<file path="config.mk">
export PLATFORM = sky130hd
export DESIGN_NAME = sps_cell
export DESIGN_NICKNAME = d
export VERILOG_FILES = /design/src/sps_pkg.sv /design/src/sps_cell.sv
export SDC_FILE = /design/constraint.sdc
export NUM_CORES = 1
export LEC_CHECK = 0
export ABC_CLOCK_PERIOD_IN_PS = 3120
export BUFFER_PORTS_ARGS = -buffer_cell sky130_fd_sc_hd__buf_2
export CORE_MARGIN = 1
export CORE_UTILIZATION = 48
export CTS_CLUSTER_DIAMETER = 150
export DETAILED_ROUTE_END_ITERATION = 8
export GPL_TIMING_DRIVEN = 0
export HOLD_SLACK_MARGIN = 0.06
export PLACE_DENSITY = 0.82
export SYNTH_ARGS = -nofsm -noshare
export SYNTH_HDL_FRONTEND = slang
export SYNTH_SLANG_ARGS = --single-unit
</file>
<file path="constraint.sdc">
create_clock -name i_clk -period 3.12 [get_ports i_clk]
set_input_delay 0.312 -clock i_clk [delete_from_list [all_inputs] [get_ports i_clk]]
set_output_delay 0.312 -clock i_clk [all_outputs]
set_load 0.005 [all_outputs]
</file>
<file path="src/sps_pkg.sv">
// Shared types and constants for the masked positive sort block.
// No dependencies; every other file in src imports this package.
package sps_pkg;

    localparam int DATA_W      = 32;
    localparam int MAX_LEN_DEF = 64;

    // Input item
    typedef struct packed {
        logic signed [DATA_W-1:0] value;
        logic                     last;
    } t_in_item;

    // Result item
    typedef struct packed {
        logic signed [DATA_W-1:0] value_res;
        logic                     last_res;
        logic                     overflow;
    } t_out_item;

    typedef enum logic {
        S_LOAD,
        S_EMIT
    } t_state;

    // Broadcast control from the sequencer to every cell
    typedef struct packed {
        logic signed [DATA_W-1:0] value;      // element being stored
        logic                     load;       // element is stored this cycle
        logic                     ins;        // element is positive and stored
        logic                     emit;       // a result transfers this cycle
        logic                     sort_shift; // the result used a sorted entry
    } t_cell_ctl;

    // Link toward the higher-index neighbor: insertion data
    typedef struct packed {
        logic                     gt;  // this entry is empty or above the new value
        logic                     sv;  // sorted entry valid
        logic signed [DATA_W-1:0] s;   // sorted entry
    } t_sort_fwd;

    // Link toward the lower-index neighbor: drain data
    typedef struct packed {
        logic                     sv;
        logic signed [DATA_W-1:0] s;
        logic signed [DATA_W-1:0] k;   // kept element
        logic                     m;   // kept element was positive
    } t_emit_back;

endpackage

</file>
<file path="src/sps_cell.sv">
// One cell of the sort chain: one sorted entry, one kept element and its mask.
// Depends on sps_pkg for the control and neighbor link structs.
module sps_cell
    import sps_pkg::*;
(
    input  logic       i_clk,
    input  logic       i_rst_n,
    input  t_cell_ctl  i_ctl,
    input  logic       i_wr_here,
    input  t_sort_fwd  i_left,
    input  t_emit_back i_right,
    output t_sort_fwd  o_fwd,
    output t_emit_back o_back
);

    logic                     r_sv, r_m;
    logic signed [DATA_W-1:0] r_s, r_k;
    logic                     n_sv, n_m;
    logic signed [DATA_W-1:0] n_s, n_k;
    logic                     gt;

    // Compare own entry against the incoming value
    assign gt = !r_sv || (r_s > i_ctl.value);

    // Insert, shift up, or drain toward the output
    always_comb begin
        n_sv = r_sv;
        n_s  = r_s;
        n_k  = r_k;
        n_m  = r_m;
        if (i_ctl.ins) begin
            if (i_left.gt) begin
                n_sv = i_left.sv;
                n_s  = i_left.s;
            end else if (gt) begin
                n_sv = 1'b1;
                n_s  = i_ctl.value;
            end
        end
        if (i_ctl.load && i_wr_here) begin
            n_k = i_ctl.value;
            n_m = i_ctl.ins;
        end
        if (i_ctl.emit) begin
            n_k = i_right.k;
            n_m = i_right.m;
            if (i_ctl.sort_shift) begin
                n_sv = i_right.sv;
                n_s  = i_right.s;
            end
        end
    end

    // Clear flags under reset
    always_ff @(posedge i_clk) begin
        if (!i_rst_n) begin
            r_sv <= 1'b0;
            r_m  <= 1'b0;
        end else begin
            r_sv <= n_sv;
            r_m  <= n_m;
        end
    end

    // Payload needs no reset
    always_ff @(posedge i_clk) begin
        r_s <= n_s;
        r_k <= n_k;
    end

    assign o_fwd  = '{gt: gt, sv: r_sv, s: r_s};
    assign o_back = '{sv: r_sv, s: r_s, k: r_k, m: r_m};

endmodule

</file>
---- Yosys cells after proc, flatten, opt, wreduce, memory -nomap -nowiden ----
Index checks and enable logic that the tools add are counted.
operators by class
  multiplexer cells ....................... 14
  order comparisons ....................... 1
  reductions and logical operators ........ 4
operator list
  cell               number
  $mux 32            7
  $gt 32x32->1       1
  $mux 1             7
  $reduce_bool 2->1  1
  $logic_and 1x1->1  1
  $logic_not 1->1    1
  $logic_or 1x1->1   1
word-level totals
  bits in registers ....................... 66
  bits of input ports ..................... 139
  word-level logic and storage cells ...... 23
  output and inout port bits .............. 100

---- Longest topological paths before layout ----
Gate-level depths: netlist of the first run.
  depth after elaboration ................. 7
  gate-level depth with buffers ........... 10
  depth with buffers taken out ............ 8

---- Worst setup path before layout of the first run ----
Ideal clock, no wire load.
  kind .................................... input port to output port
  start point ............................. input port i_ctl[9] in the netlist's numbering
  end point ............................... output port o_fwd[33] in the netlist's numbering
  cell stages on the path ................. 10
  slack ................................... 575 ps
  data required time ...................... 2808 ps
  path buffers ............................ 2
  arrival time ............................ 2233 ps
  cell sequence ........................... inv_1 > ha_1 > a21oi_2 > o21ai_1 > a221o_1 > o311a_1 > o211ai_4 > buf_6 > inv_1 > buf_4
between the ends
  cells in the longest elaborated chain, start to end .. 2
RTL lines
  what              RTL line        text
  start, declared   sps_cell.sv:8   input t_cell_ctl i_ctl,
  $gt 32x32->1      sps_cell.sv:23  assign gt = !r_sv || (r_s > i_ctl.value);
  $logic_or 1x1->1  sps_cell.sv:23
  end, declared     sps_cell.sv:12  output t_sort_fwd o_fwd,
No other way between the ends.

---- Worst setup path after layout of the first run ----
  start point ............................. register r_s[15]
  end point ............................... output port o_fwd[33] in the netlist's numbering
between the ends
  cells in the longest elaborated chain, start to end .. 2
RTL lines
  what                    RTL line        text
  start, declared         sps_cell.sv:17  logic signed [DATA_W-1:0] r_s, r_k;
  start signal, assigned  sps_cell.sv:67  r_s <= n_s;
  $gt 32x32->1            sps_cell.sv:23
  $logic_or 1x1->1        sps_cell.sv:23
No other way between the ends.

==> impl_metrics.yaml, run 1 <==
floorplan:
  dieArea_sq_um: 10900
  start_util_pct: 49.2
  die_w_um: 104
  core_area_sq_um: 10200
  io_pins: 239
  rows: 37
  fp.dieH_um: 104
route:
  first_iter_violations: 646
  dr.pass1.iters: 6
  ant_nets: 0
  post-route-drc-count: 0
  totalWireLength_um: 17600
  via_per_inst: 5.60
  vias: 5951
  drt-wirelength-per-cell_um: 16.6
cells_and_area:
  fin_util_pct: 65.9
  fin_area_sq_um: 6740
  multi_input_area_sq_um: 2790
  fillers: 952
  drive_above_1_share_pct: 33.9
  syn_to_final_growth_pct: 33.7
  instances_no_fill: 1063
  nets: 1090
  regArea_sq_um: 1660
global_routing:
  grt_max_degree: 33
  antenna_found_initial: 4
  grt_pass1_wl_um: 26300
  overflow: 0
  track_usage_pct: 30.7
  grt_pass1_vias: 5199
setup_path:
  crit_type: "reg2out"
  worstPathArrival_ns: 2.74
  endpoint_kind: "primary output"
  critPathRequiredTime_ns: 2.81
  startpoint_type: "register"
  crit_fanout: 7
power_and_ir_drop:
  p_comb_share_pct: 38.1
  p_leak_nw: 3.23
  p_switching_mw: 1.24
  p_int_mw: 2.42
  power_mw: 3.66
  ir_drop_uv: 285
  clkPwrFrac_pct: 27.2
  power_density_nw_per_um2: 543
  sw_frac_of_total_pct: 33.9
  p_seq_share_pct: 34.7
logic_synthesis:
  synth.ff_latch_count: 66
  synth_area_leaders: "edfxtp_1, dfxtp_1, a21oi_1, ha_1, nor2_1"
  avgSynthCellArea_sq_um: 7.58
  yosysSeqAreaShare_pct: 32.6
  syn_inst: 665
  synth_top_area_share_pct: 19.1
  yosys_warnings: 0
  synthFlopType: "dfxtp_1"
  synth.net_count: 836
  syn_area_sq_um: 5040
  ys_types: 35
  synth_edf_count: 32
  yosysTopAreaCell: "edfxtp_1"
  async_flop_share_pct: 0
run:
  max_cap_viol_count: 0
placed_design:
  postPlaceCellArea_sq_um: 6390
  place_congestion: 0.915
  dp.cells: 1038
  dpl_worst_slack_ns: 0.111
  hpwl_um: 13700
  portBuffers: 237
timing:
  layout_setup_ws_ns: 0.0722
  finalSetupViolations: 0
  worst_pin_slew_ns: 0.723
  finalHoldViolCount: 0
  period_needed_ns: 3.05
  max_slew_margin_pct: 51.8
  period_share_pct: 97.7
  fin_tns_setup_ns: 0
  fin_skew_ns: 0.0155
  fmax_mhz: 328
  holdWs_ns: 0.191
  finalMaxSlewViolations: 0
clocking:
  cts_max_path_buffers: 2
  clock-sinks: 66
  path_clk_slew_ns: 0.09
  cts_tree: "built"
  cts_made_buffers: 9
  htreeDepth: 3
  holdBufCountCts: 0
  clock_latency_ns: 0.35
  clock_tree.root_cell: "clkbuf_8"
outcome:
  status: "finished clean"
hold_path:
  worstHoldPathType: "in2reg"
## timing repair
item,CTS,global route
gates resized for setup,2,11
pin swaps,1,1
setup endpoints to repair,1,1
endpoints found under the hold margin,0,0
buffers inserted,1,5
## cell families (layout without fill, tap and decap cells)
| kind of cell | Yosys count | count (layout) | synth area share [%] |
|---|---|---|---|
| flip-flops | 66 | 66 | 32.6 |
| AO/OA/AOI/OAI | 189 | 189 | 22.2 |
| multiplexers | 34 | 34 | 6.78 |
| other | 0 | 3 | 0 |
| buffers and inverters | 119 | 378 | 12.1 |
| adder cells (fa/ha/maj) | 32 | 32 | 7.95 |
| AND/OR/NAND/NOR | 225 | 225 | 18.3 |
## layer usage
metal / up-vias / track usage (%) / share of wire [%]
met3: 61 / 3.88 / 9.6
met2: 386 / 49.7 / 46
met4: 0 / 13.2 / 3.4
li1: 2819 / - / -
met5: - / 0 / 0
met1: 2685 / 41.1 / 41
## cell usage after synthesis, drive strengths merged, types with 2 or more instances
library cell and count:
dfxtp 34, a21oi 109, nand2 76, edfxtp 32, a2111oi 32, ha 32, and2 3, a21o 4
inv 34, buf 48, clkbuf 37, nand4 5, mux2i 33, nand3 36, nor2 100, o21ai 36
nor4 2
## state kept, by name, indices dropped and copies added (netlist names)
signal / flops
r_k: 32
r_m: 1
r_s: 32
r_sv: 1
## cells in the final DEF (no fill, tap or decap), types with 2 or more instances in the layout
master	instances
nand2_1	76
a21oi_1	108
bufinv_16	4
buf_1	9
inv_1	34
buf_2	237
and2_1	2
dfxtp_1	23
buf_8	3
buf_4	42
a21o_1	4
dfxtp_2	11
nand4_1	5
diode_2	3
clkbuf_1	38
nor2_1	100
o21ai_0	34
ha_1	32
a2111oi_0	32
mux2i_1	33
nand3_1	36
edfxtp_1	32
o21ai_1	2
clkbuf_8	9
## layout make-up
class                      count  share of cell area (%)
clock inverter                 6                    2.04
buffer                        85                    7.24
timing repair buffer         243                    18.3
antenna                        3                   0.111
inverter                      34                    1.89
multi-input combinational    480                    41.5
tap                          136                    2.53
clock buffer                  10                    1.89
sequential                    66                    24.6
## power by group through the flow
stage | Sequential (mW) | Clock [mW] | Combinational [mW]
after CTS | 1.26 | 0.990 | 1.36
final | 1.27 | 0.995 | 1.39
after floorplan | 1.24 | 0 | 0.803
after global routing | 1.29 | 1.03 | 1.52
after detailed placement | 1.28 | 0 | 1.34
after global placement | 1.27 | 0 | 1.31
## critical path, stage by stage (launching register included)
cell      delay, ns
dfxtp_1        0.47
ha_1           0.30
nand4_1        0.15
nor2_1         0.07
a221o_1        0.33
o311a_1        0.39
o211ai_4       0.23
buf_8          0.15
inv_1          0.04
buf_4          0.12
buf_2          0.12
## path summary, 6_finish.rpt
check / from / end / slack [ns] / depth (start not counted)
worst max-delay path: r_s[15]$_DFF_P_ / o_fwd[33] / 0.07 / 10
worst max register to register: r_s[15]$_DFF_P_ / r_s[17]$_DFF_P_ / 0.45 / 9
worst min-delay path: i_rst_n / r_sv$_SDFF_PN0_ / 0.19 / 2
worst min register to register: r_s[13]$_DFF_P_ / r_s[13]$_DFF_P_ / 0.69 / 4
Note: power is estimated with default switching activity, not from simulation.
==> inputs of run 2 (changes only) <==
--- a/config.mk
+++ b/config.mk
@@ -13,7 +13,9 @@
 export DETAILED_ROUTE_END_ITERATION = 8
 export GPL_TIMING_DRIVEN = 0
 export HOLD_SLACK_MARGIN = 0.06
+export MAX_ROUTING_LAYER = met4
 export PLACE_DENSITY = 0.82
+export RECOVER_POWER = 25
 export SYNTH_ARGS = -nofsm -noshare
 export SYNTH_HDL_FRONTEND = slang
 export SYNTH_SLANG_ARGS = --single-unit
==> run 2 against run 1 <==
Against the previous run:
- die area stayed put
- worst hold slack better by 0.0055 ns
- clock power hardly changed
- via count is 0.64% lower
- highest routed layer unchanged
- power is 0.28% lower
- routed wire length is 0.24% lower
- final area is 0.19% lower
- worst setup slack worse by 0.0044 ns
- sequential share of layout area hardly changed
- final cell count hardly changed
- count of clock-buffer cells in the layout stayed put
- non-clock buffer count stayed put
==> impl_metrics.yaml, run 2 (synthesis results as in run 1) <==
global_routing:
  grt_pass1_vias: 5192
  overflow: 0
  grt_max_degree: 33
  grt_util_met2_pct: 49.7
  use_met3_pct: 3.70
  antenna_found_initial: 4
  grt_pass1_wl_um: 26300
  track_usage_pct: 31.6
  use_met1_pct: 41.3
  gr-max-usage-layer: "met2"
clocking:
  clock_latency_ns: 0.35
  clock_tree.root_cell: "clkbuf_8"
  holdBufCountCts: 0
  cts_made_buffers: 9
  cts_max_path_buffers: 2
  clock-sinks: 66
  path_clk_slew_ns: 0.09
  htreeDepth: 3
  cts_tree: "built"
timing:
  fin_tns_setup_ns: 0
  finalMaxSlewViolations: 0
  period_needed_ns: 3.05
  worst_pin_slew_ns: 0.728
  fin_skew_ns: 0.0175
  period_share_pct: 97.8
  max_slew_margin_pct: 51.5
  finalHoldViolCount: 0
  finalSetupViolations: 0
  fmax_mhz: 328
placed_design:
  portBuffers: 237
  dp.cells: 1038
  hpwl_um: 13700
  place_congestion: 0.931
  postPlaceCellArea_sq_um: 6390
route:
  first_iter_violations: 652
  drt-wirelength-per-cell_um: 16.5
  vias: 5913
  totalWireLength_um: 17600
  ant_nets: 0
  dr.pass1.iters: 5
  post-route-drc-count: 0
  via_per_inst: 5.56
setup_path:
  endpoint_kind: "primary output"
  crit_type: "reg2out"
  slowest_delay_ns: 0.56
  timing.rr.end: "r_s[17]$_DFF_P_"
  worstPathArrival_ns: 2.74
  crit_start: "r_s[22]$_DFF_P_"
  rr_worst_depth: 9
  crit_fanout: 7
  crit_path_cell_trace: "ha_1, nand2_1, o21ai_1, a21o_1, or4_1, o211ai_4, buf_8, inv_1, buf_4, buf_2"
  critPathRequiredTime_ns: 2.81
  slowest_stage: "or4_1"
  r2r-start: "r_s[22]$_DFF_P_"
  reg2reg_slack_ns: 0.43
  startpoint_type: "register"
  critPathCapture: "o_fwd[33]"
run:
  max_cap_viol_count: 0
cells_and_area:
  reg_top3: "r_k x32, r_s x32"
  syn_to_final_growth_pct: 33.5
  drive_above_1_share_pct: 32.6
  mostFrequentLayoutCells: "buf_2, a21oi_1, nor2_1"
  final_common_cell: "buf_2"
  instances_no_fill: 1064
  fin_area_sq_um: 6730
  nets: 1090
floorplan:
  die_w_um: 104
  start_util_pct: 49.2
  io_pins: 239
  core_area_sq_um: 10200
  rows: 37
  dieArea_sq_um: 10900
  fp.dieH_um: 104
power_and_ir_drop:
  p_leak_nw: 3.21
  power_density_nw_per_um2: 543
  ir_drop_uv: 284
hold_path:
  worstHoldPathType: "in2reg"
  hold_start: "i_rst_n"
outcome:
  status: "finished clean"
## run 2: cell count changes in the layout (fill, tap and decap cells not counted)
cell      change
buf_1         -1
diode_2       +1
buf_2         -8
clkbuf_1      +9
dfxtp_2       -4
dfxtp_1       +4
## run 2: worst min-delay path by stage
stage,depth (start not counted),slack [ns],endpoint
5_1_grt,2,0.20,r_m$_SDFFE_PN0P_
4_1_cts,2,0.19,r_sv$_SDFF_PN0_
2_1_floorplan,1,0.43,r_m$_SDFFE_PN0P_
3_5_place_dp,2,0.54,r_m$_SDFFE_PN0P_
3_3_place_gp,2,0.53,r_sv$_SDFF_PN0_
6_report,2,0.20,r_sv$_SDFF_PN0_
## run 2: layer usage
| metal | wire (um) | part of all wire [%] | vias up |
|---|---|---|---|
| met5 | 0 | 0 | - |
| met4 | 631 | 3.6 | 0 |
| met3 | 1680 | 9.5 | 53 |
| met2 | 8060 | 46 | 388 |
| met1 | 7220 | 41 | 2646 |
| li1 | - | - | 2826 |
## run 2: final cells by class
type | count | area [sq um]
Sequential cell | 66 | 1650
Clock inverter | 6 | 138
Timing Repair Buffer | 243 | 1220
Antenna cell | 4 | 10.0
Multi-Input combinational cell | 480 | 2790
Fill cell | 956 | 3500
Clock buffer | 10 | 128
Buffer | 85 | 488
Inverter | 34 | 128
Tap cell | 136 | 170
## run 2: stage by stage
step | util [%] | power [mW] | hold WS (ns) | setup WS (ns)
4_1_cts | 65.2 | 3.60 | 0.190 | 0.00789
2_1_floorplan | - | 2.05 | 0.434 | 0.575
3_3_place_gp | 62.5 | 2.58 | 0.532 | 0.0855
3_5_place_dp | 62.5 | 2.62 | 0.536 | 0.111
6_report | 65.7 | 3.65 | 0.196 | 0.0679
5_1_grt | 65.7 | 3.83 | 0.202 | -0.0125
## run 2: timing repair
item	4_1_cts	5_1_grt
endpoints found under the setup margin	1	1
gates resized for setup	2	11
pin swaps	1	1
cloned	0	0
buffers inserted	1	5
## run 2: worst max-delay path, delay by kind of cell (launching register included)
| kind | cells | cell delay (ns) |
|---|---|---|
| simple gates | 2 | 0.70 |
| flops | 1 | 0.43 |
| compound gates | 3 | 0.56 |
| fa+ha+maj | 1 | 0.26 |
| buf+inv | 4 | 0.43 |
## run 2: report_power, final
group	leakage, nW	internal, mW	switching, mW	total [mW]
registers	0.607	1.08	0.185	1.27
clock network	0.131	0.617	0.375	0.992
logic	2.47	0.712	0.678	1.39
